File: src/rtl/dithered_gradient_rgb565_assert.svh
// Assertion macros shared by the dithered gradient RTL.
`ifndef DITHERED_GRADIENT_RGB565_ASSERT_SVH
`define DITHERED_GRADIENT_RGB565_ASSERT_SVH

// Same-cycle implication, checked on every rising edge outside reset.
`define DGR_ASSERT_NOW(label, ante, cons, msg) \
  label: assert property (@(posedge clk) disable iff (!rst_n) (ante) |-> (cons)) \
    else $error(msg);

// Next-cycle implication, checked on every rising edge outside reset.
`define DGR_ASSERT_NEXT(label, ante, cons, msg) \
  label: assert property (@(posedge clk) disable iff (!rst_n) (ante) |=> (cons)) \
    else $error(msg);

`endif

File: src/rtl/dgr_pkg.sv
// Shared types, constants and tables for the dithered gradient generator.
package dgr_pkg;

  // Field widths.
  localparam int PIX_W   = 11;
  localparam int COLOR_W = 16;
  localparam int START_W = 12;
  localparam int END_W   = 13;
  localparam int DIM_W   = 12;

  // Largest frame dimension; larger width or height settings saturate here.
  localparam int MAX_DIM = 2048;

  // Row arithmetic width: holds any row offset and any span.
  localparam int ROW_W = $clog2(MAX_DIM + 1);

  // Signed width used for band limit compares.
  localparam int SROW_W = END_W + 1;

  // Blend factor has 8 fraction bits and can reach 1.0, so 9 quotient bits.
  localparam int FRAC_W = 8;
  localparam int QUO_W  = FRAC_W + 1;

  // Configuration register indexes.
  localparam int CFG_IDX_W = 3;
  typedef enum logic [CFG_IDX_W-1:0] {
    REG_TOP_COLOR    = 3'd0,
    REG_BOTTOM_COLOR = 3'd1,
    REG_START_ROW    = 3'd2,
    REG_END_ROW      = 3'd3,
    REG_FRAME_WIDTH  = 3'd4,
    REG_FRAME_HEIGHT = 3'd5
  } dgr_reg_t;

  // Reset values of the frame size registers.
  localparam logic [DIM_W-1:0] WIDTH_RST  = DIM_W'(320);
  localparam logic [DIM_W-1:0] HEIGHT_RST = DIM_W'(240);

  // Channel saturation limits.
  localparam logic [5:0] LIM_RB = 6'd31;
  localparam logic [5:0] LIM_G  = 6'd63;

  // 4x4 ordered dither matrix, indexed [y & 3][x & 3].
  localparam logic [3:0] DITHER_TAB [4][4] = '{
    '{4'd0,  4'd8,  4'd2,  4'd10},
    '{4'd12, 4'd4,  4'd14, 4'd6},
    '{4'd3,  4'd11, 4'd1,  4'd9},
    '{4'd15, 4'd7,  4'd13, 4'd5}
  };

  // Per-pixel data that rides along the divider chain.
  typedef struct packed {
    logic       in_band;
    logic [1:0] dith_y;
    logic [1:0] dith_x;
  } dgr_side_t;

endpackage

File: src/rtl/dgr_front.sv
// Input stage: band and frame checks, row offset and divisor span.
module dgr_front (
  input  logic                          clk,
  input  logic                          rst_n,
  input  logic                          en,
  input  logic                          in_valid,
  input  logic [dgr_pkg::PIX_W-1:0]     pixel_x,
  input  logic [dgr_pkg::PIX_W-1:0]     pixel_y,
  input  logic [dgr_pkg::START_W-1:0]   start_row,
  input  logic [dgr_pkg::END_W-1:0]     end_row,
  input  logic [dgr_pkg::DIM_W-1:0]     frame_width,
  input  logic [dgr_pkg::DIM_W-1:0]     frame_height,
  output logic [dgr_pkg::ROW_W-1:0]     span,
  output logic                          valid_r,
  output logic [dgr_pkg::ROW_W-1:0]     offset_r,
  output dgr_pkg::dgr_side_t            side_r
);

  localparam int SW = dgr_pkg::SROW_W;
  localparam int RW = dgr_pkg::ROW_W;

  logic [RW-1:0]        width_sat;
  logic [RW-1:0]        height_sat;
  logic signed [SW-1:0] y0_s;
  logic signed [SW-1:0] y1_s;
  logic signed [SW-1:0] end_s;
  logic signed [SW-1:0] y_s;
  logic signed [SW-1:0] band_len;
  logic [RW-1:0]        offset_nxt;
  dgr_pkg::dgr_side_t   side_nxt;

  // Saturate the frame size and clamp the band limits to the frame.
  always_comb begin
    width_sat  = (frame_width > dgr_pkg::DIM_W'(dgr_pkg::MAX_DIM)) ?
                 RW'(dgr_pkg::MAX_DIM) : RW'(frame_width);
    height_sat = (frame_height > dgr_pkg::DIM_W'(dgr_pkg::MAX_DIM)) ?
                 RW'(dgr_pkg::MAX_DIM) : RW'(frame_height);
    y0_s  = start_row[dgr_pkg::START_W-1] ? '0 :
            $signed(SW'({1'b0, start_row[dgr_pkg::START_W-2:0]}));
    end_s = $signed({end_row[dgr_pkg::END_W-1], end_row});
    y1_s  = (end_s > $signed(SW'(height_sat))) ? $signed(SW'(height_sat)) : end_s;
    y_s   = $signed(SW'(pixel_y));
  end

  // The divisor is the band length minus one, never below one.
  always_comb begin
    band_len = y1_s - y0_s;
    span     = (band_len > $signed(SW'(1))) ? RW'(band_len - $signed(SW'(1))) : RW'(1);
  end

  // Band membership and the offset of the row inside the band.
  always_comb begin
    side_nxt.in_band = (RW'(pixel_x) < width_sat) && (y_s >= y0_s) && (y_s < y1_s);
    side_nxt.dith_y  = pixel_y[1:0];
    side_nxt.dith_x  = pixel_x[1:0];
    offset_nxt       = RW'(pixel_y) - RW'(y0_s);
  end

  // Stage register: the valid flag is control, the rest is payload.
  always_ff @(posedge clk) begin
    if (!rst_n) begin
      valid_r <= 1'b0;
    end else if (en) begin
      valid_r <= in_valid;
    end
  end

  always_ff @(posedge clk) begin
    if (en) begin
      offset_r <= offset_nxt;
      side_r   <= side_nxt;
    end
  end

endmodule

File: src/rtl/dgr_cell.sv
// One restoring division cell: resolves one bit of the blend factor.
module dgr_cell (
  input  logic                          clk,
  input  logic                          rst_n,
  input  logic                          en,
  input  logic                          valid_in,
  input  logic [dgr_pkg::ROW_W:0]       part_in,
  input  logic [dgr_pkg::QUO_W-1:0]     quo_in,
  input  dgr_pkg::dgr_side_t            side_in,
  input  logic [dgr_pkg::ROW_W-1:0]     span,
  output logic                          valid_r,
  output logic [dgr_pkg::ROW_W-1:0]     rem_r,
  output logic [dgr_pkg::QUO_W-1:0]     quo_r,
  output dgr_pkg::dgr_side_t            side_r
);

  localparam int RW = dgr_pkg::ROW_W;
  localparam int QW = dgr_pkg::QUO_W;

  logic          take;
  logic [RW:0]   diff;
  logic [RW-1:0] rem_nxt;
  logic [QW-1:0] quo_nxt;

  // Subtract the divisor when it fits and shift the result bit in.
  always_comb begin
    take    = part_in >= {1'b0, span};
    diff    = part_in - {1'b0, span};
    rem_nxt = take ? diff[RW-1:0] : part_in[RW-1:0];
    quo_nxt = {quo_in[QW-2:0], take};
  end

  always_ff @(posedge clk) begin
    if (!rst_n) begin
      valid_r <= 1'b0;
    end else if (en) begin
      valid_r <= valid_in;
    end
  end

  always_ff @(posedge clk) begin
    if (en) begin
      rem_r  <= rem_nxt;
      quo_r  <= quo_nxt;
      side_r <= side_in;
    end
  end

endmodule

File: src/rtl/dgr_mix.sv
// Output stage: channel blend, ordered dither, saturation and result register.
module dgr_mix (
  input  logic                          clk,
  input  logic                          rst_n,
  input  logic                          en,
  input  logic                          valid_in,
  input  logic [dgr_pkg::QUO_W-1:0]     factor,
  input  dgr_pkg::dgr_side_t            side_in,
  input  logic [dgr_pkg::COLOR_W-1:0]   top_color,
  input  logic [dgr_pkg::COLOR_W-1:0]   bottom_color,
  output logic                          valid_r,
  output logic [dgr_pkg::COLOR_W-1:0]   color_r,
  output logic                          band_r
);

  // Blend one channel at four extra fraction bits, add dither, saturate.
  function automatic logic [5:0] mix_chan(input logic [5:0] a, input logic [5:0] b,
                                          input logic [8:0] f, input logic [3:0] d,
                                          input logic [5:0] lim);
    logic signed [17:0] diff;
    logic signed [17:0] prod;
    logic signed [17:0] prod_adj;
    logic signed [17:0] c16;
    logic signed [17:0] sum;
    logic signed [17:0] chan;
    diff     = $signed({12'd0, b}) - $signed({12'd0, a});
    prod     = diff * $signed({9'd0, f});
    // The arithmetic shift rounds toward minus infinity, so bias negative products to truncate toward zero.
    prod_adj = prod + (prod[17] ? 18'sd15 : 18'sd0);
    c16      = $signed({8'd0, a, 4'd0}) + (prod_adj >>> 4);
    sum      = c16 + $signed({14'd0, d});
    chan     = sum >>> 4;
    if (chan > $signed({12'd0, lim})) begin
      chan = $signed({12'd0, lim});
    end
    if (chan < 18'sd0) begin
      chan = 18'sd0;
    end
    return chan[5:0];
  endfunction

  logic [3:0]                  dith;
  logic [4:0]                  red;
  logic [5:0]                  green;
  logic [4:0]                  blue;
  logic [5:0]                  red_w;
  logic [5:0]                  blue_w;
  logic [dgr_pkg::COLOR_W-1:0] color_nxt;

  always_comb begin
    dith   = dgr_pkg::DITHER_TAB[side_in.dith_y][side_in.dith_x];
    red_w  = mix_chan({1'b0, top_color[15:11]}, {1'b0, bottom_color[15:11]}, factor, dith,
                      dgr_pkg::LIM_RB);
    green  = mix_chan(top_color[10:5], bottom_color[10:5], factor, dith, dgr_pkg::LIM_G);
    blue_w = mix_chan({1'b0, top_color[4:0]}, {1'b0, bottom_color[4:0]}, factor, dith,
                      dgr_pkg::LIM_RB);
    red    = red_w[4:0];
    blue   = blue_w[4:0];
    // Pixels outside the band or frame come out black.
    color_nxt = side_in.in_band ? {red, green, blue} : '0;
  end

  always_ff @(posedge clk) begin
    if (!rst_n) begin
      valid_r <= 1'b0;
    end else if (en) begin
      valid_r <= valid_in;
    end
  end

  always_ff @(posedge clk) begin
    if (en) begin
      color_r <= color_nxt;
      band_r  <= side_in.in_band;
    end
  end

endmodule

File: src/rtl/dithered_gradient_rgb565.sv
// Top level of the dithered vertical gradient generator.
// One RGB565 pixel transaction is accepted per clock unless the chain holds,
// and it passes through one input stage, a chain of nine division cells that
// each resolve one bit of the 9-bit blend factor (row offset * 256 / span),
// and one output stage that blends, dithers and saturates the three channels.
// The whole chain advances together; it holds only while a finished result
// waits on out_ready, so in_ready follows out_ready whenever the output
// register is full. Configuration writes are always accepted (cfg_ready is
// tied high) and must be made only while no pixel is in flight.
`include "dithered_gradient_rgb565_assert.svh"

module dithered_gradient_rgb565 (
  input  logic                              clk,
  input  logic                              rst_n,
  input  logic                              cfg_valid,
  output logic                              cfg_ready,
  input  logic [dgr_pkg::CFG_IDX_W-1:0]     cfg_index,
  input  logic [dgr_pkg::COLOR_W-1:0]       cfg_data,
  input  logic                              in_valid,
  output logic                              in_ready,
  input  logic [dgr_pkg::PIX_W-1:0]         in_pixel_x,
  input  logic [dgr_pkg::PIX_W-1:0]         in_pixel_y,
  output logic                              out_valid,
  input  logic                              out_ready,
  output logic [dgr_pkg::COLOR_W-1:0]       out_pixel_color,
  output logic                              out_in_band
);

  localparam int RW = dgr_pkg::ROW_W;
  localparam int QW = dgr_pkg::QUO_W;

  logic [dgr_pkg::COLOR_W-1:0] top_color_r;
  logic [dgr_pkg::COLOR_W-1:0] bottom_color_r;
  logic [dgr_pkg::START_W-1:0] start_row_r;
  logic [dgr_pkg::END_W-1:0]   end_row_r;
  logic [dgr_pkg::DIM_W-1:0]   frame_width_r;
  logic [dgr_pkg::DIM_W-1:0]   frame_height_r;

  logic                        en;
  logic [RW-1:0]               span;
  logic                        front_valid;
  logic [RW-1:0]               front_offset;
  dgr_pkg::dgr_side_t          front_side;

  logic                        cell_valid [QW];
  logic [RW-1:0]               cell_rem   [QW];
  logic [QW-1:0]               cell_quo   [QW];
  dgr_pkg::dgr_side_t          cell_side  [QW];

  // Configuration registers; unknown indexes are ignored.
  assign cfg_ready = 1'b1;

  always_ff @(posedge clk) begin
    if (!rst_n) begin
      top_color_r    <= '0;
      bottom_color_r <= '0;
      start_row_r    <= '0;
      end_row_r      <= '0;
      frame_width_r  <= dgr_pkg::WIDTH_RST;
      frame_height_r <= dgr_pkg::HEIGHT_RST;
    end else if (cfg_valid && cfg_ready) begin
      unique case (dgr_pkg::dgr_reg_t'(cfg_index))
        dgr_pkg::REG_TOP_COLOR:    top_color_r    <= cfg_data;
        dgr_pkg::REG_BOTTOM_COLOR: bottom_color_r <= cfg_data;
        dgr_pkg::REG_START_ROW:    start_row_r    <= cfg_data[dgr_pkg::START_W-1:0];
        dgr_pkg::REG_END_ROW:      end_row_r      <= cfg_data[dgr_pkg::END_W-1:0];
        dgr_pkg::REG_FRAME_WIDTH:  frame_width_r  <= cfg_data[dgr_pkg::DIM_W-1:0];
        dgr_pkg::REG_FRAME_HEIGHT: frame_height_r <= cfg_data[dgr_pkg::DIM_W-1:0];
        default: ;
      endcase
    end
  end

  // The chain moves whenever the output register is empty or being drained.
  assign en       = !out_valid || out_ready;
  assign in_ready = en;

  dgr_front u_front (
    .clk          (clk),
    .rst_n        (rst_n),
    .en           (en),
    .in_valid     (in_valid),
    .pixel_x      (in_pixel_x),
    .pixel_y      (in_pixel_y),
    .start_row    (start_row_r),
    .end_row      (end_row_r),
    .frame_width  (frame_width_r),
    .frame_height (frame_height_r),
    .span         (span),
    .valid_r      (front_valid),
    .offset_r     (front_offset),
    .side_r       (front_side)
  );

  // Division chain: the first cell sees the bare offset, later cells the
  // previous remainder shifted up by one bit.
  for (genvar i = 0; i < QW; i++) begin : g_cell
    if (i == 0) begin : g_first
      dgr_cell u_cell (
        .clk      (clk),
        .rst_n    (rst_n),
        .en       (en),
        .valid_in (front_valid),
        .part_in  ({1'b0, front_offset}),
        .quo_in   ('0),
        .side_in  (front_side),
        .span     (span),
        .valid_r  (cell_valid[i]),
        .rem_r    (cell_rem[i]),
        .quo_r    (cell_quo[i]),
        .side_r   (cell_side[i])
      );
    end else begin : g_next
      dgr_cell u_cell (
        .clk      (clk),
        .rst_n    (rst_n),
        .en       (en),
        .valid_in (cell_valid[i-1]),
        .part_in  ({cell_rem[i-1], 1'b0}),
        .quo_in   (cell_quo[i-1]),
        .side_in  (cell_side[i-1]),
        .span     (span),
        .valid_r  (cell_valid[i]),
        .rem_r    (cell_rem[i]),
        .quo_r    (cell_quo[i]),
        .side_r   (cell_side[i])
      );
    end
  end

  dgr_mix u_mix (
    .clk          (clk),
    .rst_n        (rst_n),
    .en           (en),
    .valid_in     (cell_valid[QW-1]),
    .factor       (cell_quo[QW-1]),
    .side_in      (cell_side[QW-1]),
    .top_color    (top_color_r),
    .bottom_color (bottom_color_r),
    .valid_r      (out_valid),
    .color_r      (out_pixel_color),
    .band_r       (out_in_band)
  );

  // A pixel outside the band or frame must come out black.
  `DGR_ASSERT_NOW(a_out_black, out_valid && !out_in_band, out_pixel_color == '0,
                  "out-of-band pixel has a nonzero color")

  // A waiting result must stall the input side.
  `DGR_ASSERT_NOW(a_stall_in, out_valid && !out_ready, !in_ready,
                  "input accepted while the result register is blocked")

  // The result register only fills from a valid last cell.
  `DGR_ASSERT_NEXT(a_out_from_chain, en && !cell_valid[QW-1], !out_valid,
                   "result valid without a valid item in the last cell")

  // A blocked result keeps its payload.
  `DGR_ASSERT_NEXT(a_out_hold, out_valid && !out_ready,
                   out_valid && $stable(out_pixel_color) && $stable(out_in_band),
                   "stalled result changed")

endmodule
File: config.mk
export PLATFORM = sky130hd
export DESIGN_NAME = dithered_gradient_rgb565
export DESIGN_NICKNAME = d
export VERILOG_FILES = /design/src/rtl/dgr_pkg.sv /design/src/rtl/dgr_front.sv /design/src/rtl/dgr_cell.sv /design/src/rtl/dgr_mix.sv /design/src/rtl/dithered_gradient_rgb565.sv
export VERILOG_INCLUDE_DIRS = /design/src /design/src/rtl
export SDC_FILE = /design/constraint.sdc
export NUM_CORES = 1
export LEC_CHECK = 0
export ABC_CLOCK_PERIOD_IN_PS = 15300
export BUFFER_PORTS_ARGS = -buffer_cell sky130_fd_sc_hd__clkbuf_2
export CAP_MARGIN = 20
export CORE_MARGIN = 8
export CORE_UTILIZATION = 55
export DETAILED_ROUTE_END_ITERATION = 12
export MAX_ROUTING_LAYER = met4
export PLACE_DENSITY = 0.71
export SLEW_MARGIN = 0
export SYNTH_ARGS = -nofsm -noshare
export SYNTH_HDL_FRONTEND = slang
export SYNTH_SLANG_ARGS = --single-unit
File: constraint.sdc
create_clock -name clk -period 15.3 [get_ports clk]
set_clock_uncertainty 0.05 [all_clocks]
set_input_delay 3.825 -clock clk [delete_from_list [all_inputs] [get_ports clk]]
set_output_delay 3.825 -clock clk [all_outputs]
set_load 0.05 [all_outputs]
# After elaboration in Yosys (flattened, before gate mapping)
# Cells that the tools add are included.
# word_totals
reg_bits	312
out_inout_bits	20
# classes
add_sub_neg	23
mul	3
magnitude_cmp	24
n_eq_ne	5
n_mux	25
bitwise_logic	3
reduce_logical	14
# op_table
op	n
2-to-1 mux 12 bit	11
greater-or-equal comparator 13 x 12 -> 1 bit	8
subtractor 12 bit	8
adder 18 x 5 -> 18 bit	3
less-than comparator 18 x 1 -> 1 bit (second input constant)	3
multiplier 18 x 10 -> 18 bit	3
2-to-1 mux 18 bit	3
adder 15 x 5 -> 16 bit	3
binary-select mux 16 bit (select 2 bit)	1
2-to-1 mux 16 bit	2
adder 10 x 14 -> 15 bit	2
> comparator 14 x 6 -> 1 bit (second input constant)	2
> comparator 12 bit (second input constant)	2
2-to-1 mux 4 bit	5
adder 11 x 14 -> 15 bit	1
greater-or-equal comparator 12 x 14 -> 1 bit	1
> comparator 14 x 2 -> 1 bit (second input constant)	1
> comparator 14 x 7 -> 1 bit (second input constant)	1
less-than comparator 12 x 14 -> 1 bit	1
2-to-1 mux 14 bit	1
subtractor 14 x 12 -> 14 bit	1
> comparator 13 bit	1
greater-or-equal comparator 12 bit	1
less-than comparator 11 x 12 -> 1 bit	1
18 further kinds	31

# Longest topological paths before layout
# Gate-level depths: netlist (run 1).
# depth
depth_word	12
ltp_mapped	46
mapped_depth_nobuf	43

# Modules after synthesis
# Synthesis (run 1) repeated with hierarchy kept, for this count alone.
# hier_totals
hier_cells	3019
area_unflattened_um2	30551.8
# by_module_without_submodules
module	instances	cells_per_inst	area_each_um2
dgr_cell	9	137	1672.9
dgr_mix	1	1138	9459.1
dithered_gradient_rgb565	1	296	3046.7
dgr_front	1	352	2990.4

# Worst setup path before layout (run 1)
# OpenSTA, ideal clock, no wires.
# synth_timing
path_kind	input -> output
from	in out_ready
to	out in_ready
arrival_time_ps	10480
setup_slack_ps	945
cell_stages	3
path_cell_list	nor2b_1 inv_1 clkbuf_1
# synth_via
elab_chain_cells	1
# synth_rtl
element	line_no	text
start, declared	dithered_gradient_rgb565.sv:24	input logic out_ready,
logical OR 1 bit	dithered_gradient_rgb565.sv:75	assign en = !out_valid || out_ready;
end, declared	dithered_gradient_rgb565.sv:20	output logic in_ready,
# No other way between the ends.

# Worst setup path in the final report (run 1)
# layout_timing
from	reg top_color_r[1] (netlist bit)
to	reg u_mix.color_r[0] (netlist bit) (data pin)
# layout_via
elab_chain_cells	10
# layout_rtl
element	line_no	text
start, declared	dithered_gradient_rgb565.sv:32	logic [dgr_pkg::COLOR_W-1:0] top_color_r;
start signal, assigned	dithered_gradient_rgb565.sv:63	dgr_pkg::REG_TOP_COLOR: top_color_r <= cfg_data;
subtractor 5 x 5 -> 6 bit	dgr_mix.sv:26	diff = $signed({12'd0, b}) - $signed({12'd0, a});
multiplier 18 x 10 -> 18 bit	dgr_mix.sv:27	prod = diff * $signed({9'd0, f});
2-to-1 mux 4 bit	dgr_mix.sv:29	prod_adj = prod + (prod[17] ? 18'sd15 : 18'sd0);
adder 18 x 5 -> 18 bit	dgr_mix.sv:29	
adder 10 x 14 -> 15 bit *	dgr_mix.sv:30	c16 = $signed({8'd0, a, 4'd0}) + (prod_adj >>> 4);
adder 15 x 5 -> 16 bit *	dgr_mix.sv:31	sum = c16 + $signed({14'd0, d});
> comparator 14 x 6 -> 1 bit	dgr_mix.sv:33	if (chan > $signed({12'd0, lim})) begin
2-to-1 mux 18 bit *	dgr_mix.sv:33	
less-than comparator 18 x 1 -> 1 bit	dgr_mix.sv:36	if (chan < 18'sd0) begin
OR reduction 2 bit (no source line)	--	
end signal, assigned	dgr_mix.sv:73	color_r <= color_nxt;
end, declared	dgr_mix.sv:12	output logic [dgr_pkg::COLOR_W-1:0] color_r,
# Every way passes the cells marked *; elsewhere a longest branch is shown, timed or not.
# A chain may end at the register's enable or synchronous reset.

==> flow_summary.json, run 1 <==
{
  "r2r_cells": 39,
  "synthesis.nets": 3287,
  "slowest_stage": "a311oi_1",
  "synth-seq-cells": 312,
  "synth_most_common_cell": "ha_1",
  "slew_violations": 0,
  "power_mw": 6.22,
  "io_pins": 66,
  "yosysUniqueCellTypes": 88,
  "finalSetupTns_ns": 0,
  "hold_class": "flip-flop to flip-flop",
  "syn_to_final_growth_pct": 7.60,
  "leakagePower_nw": 12.6,
  "cts_root_buffer": "clkbuf_16",
  "worstMarginPinSlew_ns": 1.04,
  "antenna_found_initial": 0,
  "cts_sinks": 312,
  "yosysWarnings": 0,
  "synth_edf_count": 220,
  "required_ns": 15.48,
  "period_needed_ns": 10.61,
  "die_w_um": 238,
  "whs_ns": 0.357,
  "synth-main-ff-cell": "edfxtp_1",
  "maxCapViolations": 0,
  "r2r_slack_ns": 4.69,
  "r2r_start": "top_color_r[1]",
  "synthTopCellsByCount": "ha_1 (337), nand2_1 (321), inv_1 (242)",
  "first_pass_iters": 5,
  "drc_errors": 0,
  "track_usage_pct": 22.8,
  "cts_buffers": 34,
  "critPathMaxFanout": 9,
  "gr-total-overflow": 0,
  "vdd_ir_drop_max_mv": 0.149,
  "final_nets": 3330,
  "clk_path_buf_depth": 3,
  "status": "complete, no violations",
  "hold_buffers": 0,
  "dp_hpwl_mm": 47.6,
  "clkTransAtPathRegs_ns": 0.06,
  "arrival_ns": 10.79,
  "syn_area_per_cell_sq_um": 9.67,
  "cts_tree": "built",
  "yosysSeqAreaShare_pct": 31.2,
  "fin_crit_sh_pct": 69.4,
  "drtAntennaViolNets": 0,
  "max_freq_mhz": 94.2,
  "netlist_area_sq_um": 27100,
  "start_kind": "flip-flop",
  "async_flop_share_pct": 0,
  "rr_endpoint": "u_mix.color_r[0]",
  "grt_pass1_vias": 21000,
  "cts_setup_buffers": 0,
  "clock_latency_ns": 0.53,
  "cp-startpoint": "top_color_r[1]",
  "synthCells": 2798,
  "grt_max_degree": 99,
  "gp_congestion": 0.935,
  "worstHoldStart": "g_cell[7].g_next.u_cell.quo_r[4]",
  "drive_gt1_share_pct": 9.35,
  "synth_top_area_share_pct": 24.4,
  "wl_per_cell_um": 17.9,
  "crit_type": "flip-flop to flip-flop",
  "core.rowCount": 81,
  "setup_viol": 0,
  "cpPeakStageDelay_ns": 0.62,
  "dieArea_sq_um": 56500,
  "worstSetupEndpointType": "flip-flop",
  "vias_per_cell": 5.79,
  "post_cts_resized": 0,
  "die_h_um": 238,
  "routed-via-count": 20400,
  "power_per_cell_area_nw_per_um2": 214,
  "slew_headroom_pct": 30.4,
  "grt_pass1_wl_mm": 104,
  "diodes": 0,
  "synth_area_leaders": "edfxtp_1 (24%), ha_1 (16%), fa_1 (7.8%)",
  "drt_iter0_markers": 1205,
  "start_util_pct": 55.5,
  "synth_area_leader_cell": "edfxtp_1",
  "htreeDepth": 2,
  "wl_mm": 63.0,
  "core-area_sq_um": 48700,
  "numPortBuffers": 64,
  "crit_end": "u_mix.color_r[0]",
  "hold_viol_final": 0,
  "rsz0062_at_grt": "false"
}
cell usage in the layout, fill, tap and decap left out, types with 12 or more instances in the layout:
cell	netlist	routed
ha_1	337	337
nand2_1	321	321
inv_1	242	241
edfxtp_1	220	220
nor2_1	150	150
a21oi_1	126	126
xnor2_1	117	117
fa_1	106	106
a21boi_0	99	99
dfxtp_1	92	92
and2_1	88	88
o21ai_0	87	87
mux2_2	84	84
a21o_1	72	72
nor2b_1	66	66
clkbuf_2	1	64
xor2_1	56	56
o21a_1	48	48
nand3_1	46	46
nand2b_1	42	42
clkbuf_16	0	35
nor3_1	29	29
nand4_1	27	27
a211oi_1	22	22
and3_1	20	20
or3_1	18	18
a31oi_1	17	17
mux2_4	16	16
o21bai_1	15	15
mux2i_1	12	12
per-layer routing:
metal	vias to the layer above	GRT usage, %	wire length [um]
met1	9952	27.2	27300
met5	-	-	0
li1	9936	-	-
met3	125	2.42	2490
met4	0	7.19	1900
met2	422	40.0	31300
worst min path at each step:
stage / end / slack [ns] / cells past startpoint
after floorplan: g_cell[0].g_first.u_cell.side_r[0] / 0.35 / 0
after global placement: g_cell[2].g_next.u_cell.side_r[1] / 0.35 / 0
after detailed placement: g_cell[5].g_next.u_cell.quo_r[5] / 0.35 / 0
after CTS: g_cell[8].g_next.u_cell.quo_r[5] / 0.35 / 0
after global routing: g_cell[8].g_next.u_cell.quo_r[3] / 0.36 / 0
final: g_cell[8].g_next.u_cell.quo_r[5] / 0.36 / 0
critical path, delay by kind of cell (launching register included):
kind | cells | cell delay (ns)
AOI/OAI and AO/OA | 10 | 2.42
muxes | 1 | 0.23
buffers and inverters | 4 | 0.56
xor gates and xnor gates | 2 | 0.59
and+or+nand+nor | 14 | 2.75
DFF | 1 | 0.36
adders and majority gates | 8 | 3.35
through the flow:
stage | util, % | setup slack [ns] | std cells | area (sq um)
2_1_floorplan | - | 0.945 | 2798 | 27100
3_3_place_gp | 57.4 | 5.25 | 3467 | 28000
3_5_place_dp | 57.4 | 4.89 | 3467 | 28000
4_1_cts | 59.7 | 4.86 | 3527 | 29100
5_1_grt | 59.7 | 3.76 | 3529 | 29100
6_report | 59.7 | 4.69 | 3529 | 29100
sequential cells by signal (all words and copies together) (netlist names):
signal,cells
bottom_color_r,16
g_cell.g_first.u_cell.valid_r,1
frame_width_r,12
u_mix.valid_r,1
u_front.valid_r,1
u_mix.band_r,1
u_front.side_r,5
top_color_r,16
g_cell.g_next.u_cell.quo_r,44
start_row_r,12
g_cell.g_first.u_cell.side_r,5
g_cell.g_first.u_cell.quo_r,1
end_row_r,13
g_cell.g_first.u_cell.rem_r,12
u_mix.color_r,16
frame_height_r,12
g_cell.g_next.u_cell.side_r,40
g_cell.g_next.u_cell.rem_r,84
u_front.offset_r,12
g_cell.g_next.u_cell.valid_r,8
power by group:
group          total, mW  internal, mW  switching (mW)
clock              0.837         0.497           0.340
sequential          1.45          1.29           0.162
combinational       3.93          1.83            2.10
cell type report:
cell class / instances / area (sq um)
fillers: 4127 / 19600
multi-input cells: 2178 / 17400
flip-flops and latches: 312 / 8450
inverters: 243 / 920
clock buffers: 41 / 918
well taps: 664 / 831
repair buffers: 72 / 384
clock inverters: 19 / 209
cells by family after synthesis:
logic type	share of synthesized area, %
fa+ha+maj	23.5
xor+xnor	5.60
mux	4.83
buf+inv	4.45
compound gates	15.0
simple gates	15.4
other cells	0.0139
flops	31.2
Power figures use the tool's default switching activity.
==> inputs of run 2 (changes only) <==
ABC_CLOCK_PERIOD_IN_PS = 10200   (was 15300)
clock period = 10.2 ns   (was 15.3 ns; I/O delays follow)
==> run 2 against run 1 <==
- die area stayed put
- non-clock buffer count is 22 higher
- final area is 1.0% higher
- first-iteration DRC count is 2.2% higher
- final cell count is 0.60% higher
- flip-flop and latch count stayed put
- wire length hardly changed
- hold slack worse by 0.0030 ns
- fmax is 9.3% higher
==> flow_summary.json, run 2 (synthesized netlist as in run 1, its figures left out) <==
{
  "status": "complete, no violations",
  "die_h_um": 238,
  "r2r_cells": 38,
  "grt_pass1_wl_mm": 102,
  "numPortBuffers": 64,
  "drive_gt1_share_pct": 10.6,
  "dp_hpwl_mm": 47.3,
  "core.rowCount": 81,
  "wl_mm": 63.0,
  "track_usage_pct": 22.5,
  "leakagePower_nw": 12.7,
  "r2r_slack_ns": 0.49,
  "worstSetupEndpointType": "flip-flop",
  "power_per_cell_area_nw_per_um2": 319,
  "cp-startpoint": "top_color_r[11]",
  "worstMarginPinSlew_ns": 0.884,
  "drc_errors": 0,
  "critPathMaxFanout": 7,
  "vias_per_cell": 5.77,
  "setup_viol": 0,
  "crit_type": "flip-flop to flip-flop",
  "diodes": 0,
  "largest_registers": "g_cell.g_next.u_cell.rem_r (84), g_cell.g_next.u_cell.quo_r (44), g_cell.g_next.u_cell.side_r (40)",
  "io_pins": 66,
  "fin_crit_sh_pct": 95.2,
  "r2r_start": "top_color_r[11]",
  "p_sw_mw": 3.90,
  "switching_share_pct": 41.6,
  "mostFrequentLayoutCells": "ha_1 (337), nand2_1 (321), inv_1 (240), edfxtp_1 (220), nor2_1 (148)",
  "final_nets": 3352,
  "maxCapViolations": 0,
  "clock_latency_ns": 0.53,
  "first_pass_iters": 5,
  "start_kind": "flip-flop",
  "gr-total-overflow": 0,
  "vdd_ir_drop_max_mv": 0.251,
  "nFillCells": 4082,
  "setup_slack_ns": 0.489,
  "syn_to_final_growth_pct": 8.68,
  "die_w_um": 238,
  "hold_buffers": 0,
  "max_freq_mhz": 103,
  "hold_class": "flip-flop to flip-flop",
  "grt_pass1_vias": 20500,
  "slowest_stage": "fa_1",
  "cts_root_buffer": "clkbuf_16",
  "seq_power_share_pct": 23.1,
  "cpPeakStageDelay_ns": 0.52,
  "htreeDepth": 2,
  "start_util_pct": 55.5,
  "antenna_found_initial": 0,
  "dieArea_sq_um": 56500,
  "cp_common_cell": "ha_1",
  "drtAntennaViolNets": 0,
  "routed-via-count": 20500,
  "arrival_ns": 9.95,
  "cts_sinks": 312,
  "rr_endpoint": "u_mix.color_r[13]",
  "whs_ns": 0.354,
  "wl_per_cell_um": 17.8,
  "cts_buffers": 34,
  "drt_iter0_markers": 1232,
  "slew_violations": 0,
  "largest_reg_flops": 84,
  "layout_commonest_cell": "ha_1",
  "cts_tree": "built",
  "clkTransAtPathRegs_ns": 0.06,
  "gp_congestion": 0.920,
  "hold_viol_final": 0,
  "crit_end": "u_mix.color_r[13]",
  "pre_cts_ws_ns": 0.0136,
  "period_needed_ns": 9.71,
  "required_ns": 10.43,
  "core-area_sq_um": 48700,
  "clk_path_buf_depth": 3,
  "regMostFlops": "g_cell.g_next.u_cell.rem_r",
  "combinationalPowerShare_pct": 63.5,
  "p_int_mw": 5.47,
  "slew_headroom_pct": 40.8,
  "grt_max_degree": 146,
  "pwr-share-clk_pct": 13.4
}
==> run 2: how the worst min path moves through the flow <==
| stage | slack [ns] | endpoint | from | cells after the start |
|---|---|---|---|---|
| final | 0.35 | g_cell[3].g_next.u_cell.side_r[4] | g_cell[2].g_next.u_cell.side_r[4] | 0 |
| after global routing | 0.37 | g_cell[3].g_next.u_cell.side_r[4] | g_cell[2].g_next.u_cell.side_r[4] | 0 |
| after CTS | 0.36 | g_cell[3].g_next.u_cell.side_r[4] | g_cell[2].g_next.u_cell.side_r[4] | 0 |
| after detailed placement | 0.35 | g_cell[2].g_next.u_cell.side_r[3] | g_cell[1].g_next.u_cell.side_r[3] | 0 |
| after global placement | 0.35 | g_cell[8].g_next.u_cell.quo_r[8] | g_cell[7].g_next.u_cell.quo_r[7] | 0 |
| after floorplan | 0.35 | g_cell[0].g_first.u_cell.side_r[0] | u_front.side_r[0] | 0 |
==> run 2: final cells by class <==
type	count	area, sq um	area share, %
multi-input cells	2178	17500	59.6
flip-flops and latches	312	8450	28.7
inverters	243	920	3.13
clock buffers	38	887	3.02
well taps	664	831	2.83
repair buffers	94	556	1.89
clock inverters	21	229	0.779
==> run 2: repair_timing <==
item,CTS,global route
endpoints found under the setup margin,3,16
resized for setup,1,30
pin swaps,0,9
setup buffers,0,8
==> run 2: critical path: cells and delay by family, from the launching register on <==
family / cells / cell delay [ns]
XOR/XNOR: 2 / 0.37
AO/OA/AOI/OAI: 12 / 2.53
adder cells (fa/ha/maj): 9 / 3.36
buffers and inverters: 5 / 0.42
AND/OR/NAND/NOR: 10 / 2.35
flip-flops: 1 / 0.35
==> run 2: metrics by stage <==
step	instances	setup TNS [ns]	power, mW	utilization [%]	instance area [sq um]
2_1_floorplan	2798	0	6.82	-	27100
6_report	3550	0	9.37	60.3	29400
3_3_place_gp	3483	0	7.83	57.6	28100
5_1_grt	3550	-0.142	10.1	60.3	29400
3_5_place_dp	3483	0	8.03	57.6	28100
4_1_cts	3542	0	9.36	59.9	29200
==> run 2: per-layer routing <==
layer  global-route usage [%]  vias to the layer above  routed length [um]
li1                         -                     9981                   -
met1                     26.9                     9876               26700
met2                     38.8                      500               31000
met3                     3.06                      139                3170
met4                     7.92                        0                2170
met5                        -                        -                   0
==> run 2: power groups by stage <==
stage                     combinational (mW)  clock [mW]  sequential [mW]
after floorplan                         4.72           0             2.10
after global placement                  5.65           0             2.17
after detailed placement                5.85           0             2.19
after CTS                               5.91        1.28             2.16
after global routing                    6.60        1.32             2.20
final                                   5.96        1.25             2.16
==> inputs of run 3 (changes only) <==
BUFFER_PORTS_ARGS = default   (was -buffer_cell sky130_fd_sc_hd__clkbuf_2)
DONT_BUFFER_PORTS = 1   (was default)
PLACE_DENSITY = 0.7   (was 0.71)
==> run 3 against run 2 <==
- global-route usage up 0.72 points
- final cell count down 1.6%
- final area down 1.0%
- sequential share of layout area up 0.30 points
- first-iteration DRC count down 2.4%
- sequential power up 2%
- flip-flop and latch count unchanged
- hold slack better by 0.0062 ns
- largest cell class unchanged
==> flow_summary.json, run 3 (synthesized netlist as in run 1, its figures left out) <==
{
  "status": "complete, no violations",
  "core.rowCount": 81,
  "arrival_ns": 9.99,
  "maxCapViolations": 0,
  "antenna_found_initial": 0,
  "dp_cells": 3421,
  "hold_viol_final": 0,
  "setup_viol": 0,
  "hold_class": "flip-flop to flip-flop",
  "cpPeakStageDelay_ns": 0.56,
  "wl_mm": 64.9,
  "final_nets": 3292,
  "dieArea_sq_um": 56500,
  "power_per_cell_area_nw_per_um2": 322,
  "max_freq_mhz": 103,
  "regMostFlops": "g_cell.g_next.u_cell.rem_r",
  "final_cell_count_no_fill": 3493,
  "power_mw": 9.37,
  "grt_pass1_wl_mm": 105,
  "dp_hpwl_mm": 48.9,
  "first_pass_iters": 7,
  "slew_headroom_pct": 26.3,
  "whs_ns": 0.360,
  "largest_reg_flops": 84,
  "io_pins": 66,
  "slew_violations": 0,
  "cts_buffers": 36,
  "die_h_um": 238,
  "worstMarginPinSlew_ns": 1.09,
  "period_needed_ns": 9.76,
  "gr-total-overflow": 0,
  "required_ns": 10.44,
  "cts_root_buffer": "clkbuf_16",
  "vias_per_cell": 5.83,
  "drive_gt1_share_pct": 8.87,
  "fin_crit_sh_pct": 95.6,
  "nFillCells": 4124,
  "start_kind": "flip-flop",
  "slowest_stage": "fa_1",
  "start_util_pct": 55.5,
  "worstSetupEndpointType": "flip-flop",
  "critPathMaxFanout": 8,
  "drc_errors": 0,
  "die_w_um": 238,
  "setup_slack_ns": 0.444,
  "htreeDepth": 2,
  "drtAntennaViolNets": 0,
  "clkTransAtPathRegs_ns": 0.06,
  "gp_congestion": 0.926,
  "vdd_ir_drop_max_mv": 0.206,
  "syn_to_final_growth_pct": 7.57,
  "clk_path_buf_depth": 3,
  "stdcell_area_sq_um": 29100,
  "mostFrequentLayoutCells": "ha_1 (336), nand2_1 (320), inv_1 (240), edfxtp_1 (220), nor2_1 (148)",
  "fin_util_pct": 59.7,
  "routed-via-count": 20400,
  "cts_sinks": 312,
  "pre_cts_ws_ns": -0.0485,
  "diodes": 0,
  "cts_tree": "built",
  "numPortBuffers": 0,
  "wl_per_cell_um": 18.6,
  "grt_pass1_vias": 20800,
  "track_usage_pct": 23.2,
  "leakagePower_nw": 12.4,
  "core-area_sq_um": 48700,
  "largest_registers": "g_cell.g_next.u_cell.rem_r (84), g_cell.g_next.u_cell.quo_r (44), g_cell.g_next.u_cell.side_r (40)",
  "dpl_cell_area_sq_um": 27800,
  "clock_latency_ns": 0.53,
  "layout_commonest_cell": "ha_1",
  "finalSetupTns_ns": 0,
  "drt_iter0_markers": 1203,
  "grt_max_degree": 93,
  "crit_type": "flip-flop to flip-flop"
}
[run 3: cell types whose count changed in the layout (fill, tap and decap cells not counted), moves of 2 or more]
cell,before,now
inv_8,1,3
clkbuf_2,65,0
a211oi_2,3,6
clkbuf_1,3,5
a21oi_1,122,124
clkinvlp_4,0,5
buf_4,28,32
clkinv_2,5,1
clkinv_4,0,3
a21oi_2,5,3
bufinv_16,5,1
a211oi_1,22,19
[run 3: routing by layer]
metal  up-vias  part of all wire [%]  track usage, %  routed length [um]
li1       9857                     -               -                   -
met1      9877                    42            27.6               27400
met2       481                    50            40.5               32300
met3       136                   4.9            3.00                3190
met4         0                   3.1            7.84                2020
met5         -                     0               -                   0
[run 3: worst max-delay path, delay by kind of cell (launching register included)]
family                   cells  cell delay, ns
buffers and inverters        4            0.36
XOR/XNOR                     1            0.25
adder cells (fa/ha/maj)      8            3.33
AND/OR/NAND/NOR             12            2.70
flip-flops                   1            0.35
AO/OA/AOI/OAI               12            2.49
[run 3: worst paths after layout]
kind         cells after the start  slack (ns)                               end                              from
min                              0        0.36  g_cell[8].g_next.u_cell.quo_r[5]  g_cell[7].g_next.u_cell.quo_r[4]
min reg2reg                      0        0.36  g_cell[8].g_next.u_cell.quo_r[5]  g_cell[7].g_next.u_cell.quo_r[4]
max reg2reg                     37        0.44                 u_mix.color_r[13]                   top_color_r[12]
max                             37        0.44                 u_mix.color_r[13]                   top_color_r[12]
[run 3: what timing repair did]
action                     4_1_cts  5_1_grt
resized for setup                2       33
hold buffers                     0        0
pin swaps                        0        7
buffers inserted                 0        8
setup endpoints to repair       10       16
hold endpoints to repair         0        0
[run 3: cell type report]
class | count | area [sq um] | share of cell area (%)
Sequential cell | 312 | 8450 | 29.0
Inverter | 243 | 920 | 3.16
Multi-Input combinational cell | 2178 | 17600 | 60.3
Clock inverter | 23 | 183 | 0.628
Timing Repair Buffer | 32 | 240 | 0.825
Tap cell | 664 | 831 | 2.85
Clock buffer | 41 | 920 | 3.16
[run 3: where the power goes]
part	total, mW	internal, mW	switching (mW)
combinational	5.95	2.79	3.17
clock	1.22	0.683	0.535
sequential	2.20	1.93	0.270
